### config.mk
export PLATFORM = sky130hd
export DESIGN_NAME = ffa_ram
export DESIGN_NICKNAME = d
export VERILOG_FILES = /design/src/sv/assert_macros.svh /design/src/sv/ffa_ram.sv
export SDC_FILE = /design/constraint.sdc
export NUM_CORES = 2
export LEC_CHECK = 0
export BUFFER_PORTS_ARGS = -buffer_cell sky130_fd_sc_hd__clkbuf_2
export CAP_MARGIN = 20
export CORE_MARGIN = 2
export CORE_UTILIZATION = 47
export CTS_CLUSTER_SIZE = 12
export DETAILED_ROUTE_END_ITERATION = 6
export PLACE_DENSITY = 0.7
export SLEW_MARGIN = 10
export SYNTH_ARGS = -nofsm -noshare
export SYNTH_HDL_FRONTEND = slang
export SYNTH_SLANG_ARGS = --single-unit
export TNS_END_PERCENT = 50
### constraint.sdc
create_clock -name clk -period 3 [get_ports clk]
set_input_delay 0.3 -clock clk [delete_from_list [all_inputs] [get_ports clk]]
set_output_delay 0.3 -clock clk [all_outputs]
set_load 0.005 [all_outputs]
### src/sv/assert_macros.svh
// ----------------------------------------------------------------------------
// Assertion macros
// Shared concurrent assertion forms for the allocator RTL.
// ----------------------------------------------------------------------------
`ifndef ASSERT_MACROS_SVH
`define ASSERT_MACROS_SVH

// same-cycle implication, disabled while in reset
`define ASSERT_IMPL(label, clk, rst_n, ante, cons, msg) \
	label: assert property (@(posedge clk) disable iff (!rst_n) (ante) |-> (cons)) \
		else $error(msg);

// next-cycle implication, disabled while in reset
`define ASSERT_NEXT(label, clk, rst_n, ante, cons, msg) \
	label: assert property (@(posedge clk) disable iff (!rst_n) (ante) |=> (cons)) \
		else $error(msg);

`endif

### src/sv/ffa_ram.sv
// ----------------------------------------------------------------------------
// ffa_ram
// Simple dual-port RAM: one write port, one read port, registered read data.
// ----------------------------------------------------------------------------
module ffa_ram #(
	parameter int unsigned WIDTH = 8,
	parameter int unsigned DEPTH = 256
) (
	input  logic                     clk,
	input  logic                     wr_en,
	input  logic [$clog2(DEPTH)-1:0] wr_addr,
	input  logic [WIDTH-1:0]         wr_data,
	input  logic                     rd_en,
	input  logic [$clog2(DEPTH)-1:0] rd_addr,
	output logic [WIDTH-1:0]         rd_data
);
	logic [WIDTH-1:0] mem [DEPTH];

	always_ff @(posedge clk) begin
		if (wr_en) begin
			mem[wr_addr] <= wr_data;
		end
		if (rd_en) begin
			rd_data <= mem[rd_addr];
		end
	end
endmodule

After elaboration in Yosys (flattened, before gate mapping) --
Memory sizes are Yosys's and may differ from the RTL's. A register that Yosys moved wholly into a read port is not among the register bits. Index checks and enable logic that the tools add are counted.
Operators by class: mux-type cells 2
Operators with widths (count):
- two-way mux 1 bit | 2
Storage, ports and cells: input bits 27, flip-flop bits (word level) 0, memories 1, bits in writable memories 2048
Memories:
- mem | depth 256, bits a word 8, read ports 1, clocked after memory_dff 1, wr ports 1, RTL line ffa_ram.sv:17 | logic [WIDTH-1:0] mem [DEPTH];

Depth between registers and ports, before layout --
depth after elaboration 2, gate-level depth with buffers 11, depth with buffers taken out 6

Worst setup path after synthesis --
No wires, ideal clock.
path kind input-to-reg, from in rd_addr[0], to reg rd_data[2], read port of mem, data pin, setup slack 0.624 ns, path buffers 4, stages 9, required time 2.731 ns, data arrival time 2.107 ns, path through buf_6 buf_12 buf_8 buf_2 mux4_2 a22oi_1 a21oi_1 nor4_1 nor4_2
RTL lines:
- start, declared | RTL line ffa_ram.sv:14 | input logic [$clog2(DEPTH)-1:0] rd_addr,
- end, declared | RTL line ffa_ram.sv:15 | output logic [WIDTH-1:0] rd_data

==> flow_summary.yaml <==
setup_path:
  timing.critical_path.depth: 7
  reg2regPathDepth: 7
  timing.rr.start: "mem[210][3]"
  crit_family: "compound AO/OA/AOI/OAI gates"
  endpoint_kind: "flop"
  path_class: "reg -> reg"
  path_cells: "mux4_2 > a22o_1 > a221oi_1 > o32ai_1 > nor3_1 > buf_4 > nor4_1"
  path_max_fanout: 1
  crit_buf_inv: 1
  critPathArrivalTime_ns: 3.47
  crit_start: "mem[210][3]"
  cp_data_required_time_ns: 3.61
  crit_path_top_delay_cell: "a221oi_1"
  rr_endpoint: "rd_data[3]"
  slowest_delay_ns: 0.66
  cp-start-kind: "flop"
  reg2reg_slack_ns: 0.14
  crit_end: "rd_data[3]"
drt:
  drc: 0
  ant_nets: 0
  routed_wl_um: 196000
  routed_via_density: 6.19
  drt_iter0_drc: 5816
  dr.pass1.iters: 6
  wire_per_inst_um: 29.7
  vias: 40800
timing:
  fmax_ghz: 0.350
  post-route-period-util: 0.952
  skew_ns: 0.0669
  relSlewSlack: 0.348
  worst_slew_pin_slew_ns: 0.975
  drv_slew: 0
  period_minus_slack_ns: 2.86
  hold_viol_final: 0
  rsz0062_at_grt: "false"
  setup_viol: 0
grt:
  grt_pass1_vias: 40900
  grt_max_degree: 102
  grt_pass1_wl_um: 284000
  grt_overflow: 0
  gr-usage-all-layers: 0.227
  antenna_found_initial: 4
layout:
  syn_to_final_growth_pct: 15.3
  final_cell_mix: "edfxtp_1, buf_4, mux4_2"
  layout-drive-gt1-share: 0.290
  layout_commonest_cell: "edfxtp_1"
  fin_util: 0.544
  final_nets: 4301
yosys:
  ys_warn_count: 0
  syn-num-nets: 3760
  syn_avg_cell_area_sq_um: 21.3
  ys_seq_area_frac: 0.775
  synth_top_area_frac: 0.775
  synth_top_flop_cell: "edfxtp_1"
  async_flop_share: 0
  synthCells: 3733
  synthTopCellsByArea: "edfxtp_1, mux4_2, mux2i_1"
  netlist_area_sq_um: 79600
  yosysTopAreaCell: "edfxtp_1"
  ys_ff_latch: 2056
  synth_enable_flop_cells: 2056
  synthDistinctLibCells: 54
pwr:
  leakage_nw: 29.2
  p_per_area_nw_per_um2: 624
  power.total_mw: 57.3
  vdd_drop_max_uv: 544
placement:
  globalplace.congestion: 0.856
  port_buffers: 34
  hpwl_um: 124000
floorplan:
  rows: 151
  initial_utilization: 0.471
  die_x_um: 416
  core_area_sq_um: 169000
  io_pins: 35
  die_area_sq_um: 173000
  die_h_um: 416
clock_network:
  root_buffer: "clkbuf_16"
  cts_buffer_depth: 3
  cts_tree: "yes"
  htree_levels: 4
  cts_setup_buffers: 0
  hold_buffers: 6
  insertion_delay_ns: 0.85
  ctsResizeCount: 0
  clock-sinks: 2056
  path_clk_slew_ns: 0.06
  numCtsBuffers: 200
flow_run:
  drv_cap: 0
min_path:
  hp-class: "in -> reg"
outcome:
  status: "finished clean"
## state kept, by name (all words and copies together), names as in the netlist
signal and count:
mem 2048, rd_data 8
## stage by stage
stage	instance area [sq um]	worst slack [ns]	cells	TNS, ns	hold slack (ns)
5_1_grt	91800	0.0784	6594	0	0.138
4_1_cts	91800	0.221	6594	0	0.107
6_report	91800	0.143	6596	0	0.124
3_5_place_dp	86100	-0.456	6284	-2.62	0.776
3_3_place_gp	86100	-0.606	6282	-3.11	0.769
2_1_floorplan	79600	0.624	3733	0	0.399
## logic make-up after synthesis
logic type | after synthesis | share of synthesized area
buffers and inverters | 235 | 0.0183
DFF | 2056 | 0.775
muxes | 591 | 0.146
and+or+nand+nor | 466 | 0.0263
AOI/OAI and AO/OA | 385 | 0.0342
## cell type report
cell class                      count  area [sq um]
Fill cell                       12500         77100
Inverter                            2          7.51
Clock buffer                      252          5200
Sequential cell                  2056         61700
Multi-Input combinational cell   1442         16500
Timing Repair Buffer              572          5130
Antenna cell                        2          5.00
Tap cell                         2218          2780
Clock inverter                     52           450
## Yosys cell counts, types with 2 or more instances
| cell type | n |
|---|---|
| edfxtp_1 | 2056 |
| mux4_2 | 454 |
| nor2_1 | 282 |
| mux2i_1 | 134 |
| a22oi_1 | 133 |
| clkbuf_1 | 111 |
| a21oi_1 | 96 |
| o221ai_1 | 46 |
| nand3_1 | 34 |
| nand2_1 | 33 |
| buf_2 | 31 |
| nor2b_1 | 31 |
| o22ai_1 | 28 |
| buf_4 | 27 |
| nor4_1 | 24 |
| buf_1 | 22 |
| nor3_1 | 22 |
| buf_6 | 21 |
| a211oi_1 | 16 |
| a221oi_1 | 13 |
| buf_8 | 13 |
| nand4_1 | 10 |
| o211ai_1 | 10 |
| o21ai_0 | 10 |
| a22o_1 | 8 |
| buf_12 | 8 |
| nand2b_1 | 8 |
| and2_1 | 6 |
| o22a_1 | 5 |
| o32ai_1 | 4 |
| or2_2 | 4 |
| nor4_2 | 3 |
| a2111oi_0 | 2 |
| a2111oi_1 | 2 |
| a311oi_1 | 2 |
| a31oi_1 | 2 |
| and3b_1 | 2 |
| mux4_1 | 2 |
| nand3b_1 | 2 |
| o21ai_1 | 2 |
## layer usage
layer	GRT usage	wire, um
met1	0.321	76700
met3	0.0437	18800
met5	0	15
met2	0.355	94000
met4	0.0786	6690
## worst min-delay path by stage
stage,startpoint,endpoint,slack (ns),depth (start not counted)
final,wr_data[5],mem[28][5],0.12,1
after floorplan,wr_data[0],mem[0][0],0.40,0
after global placement,wr_data[7],mem[255][7],0.77,1
after detailed placement,wr_data[7],mem[237][7],0.78,1
after global routing,wr_data[5],mem[130][5],0.14,1
after CTS,wr_data[6],mem[226][6],0.11,1
## power breakdown
part	leakage, nW	switching [mW]	internal [mW]	total (mW)
Combinational	8.00	1.92	1.21	3.13
Sequential	18.5	0.0424	31.7	31.7
Clock	2.73	10.3	12.1	22.5
Note: power is estimated with default switching activity, not from simulation.
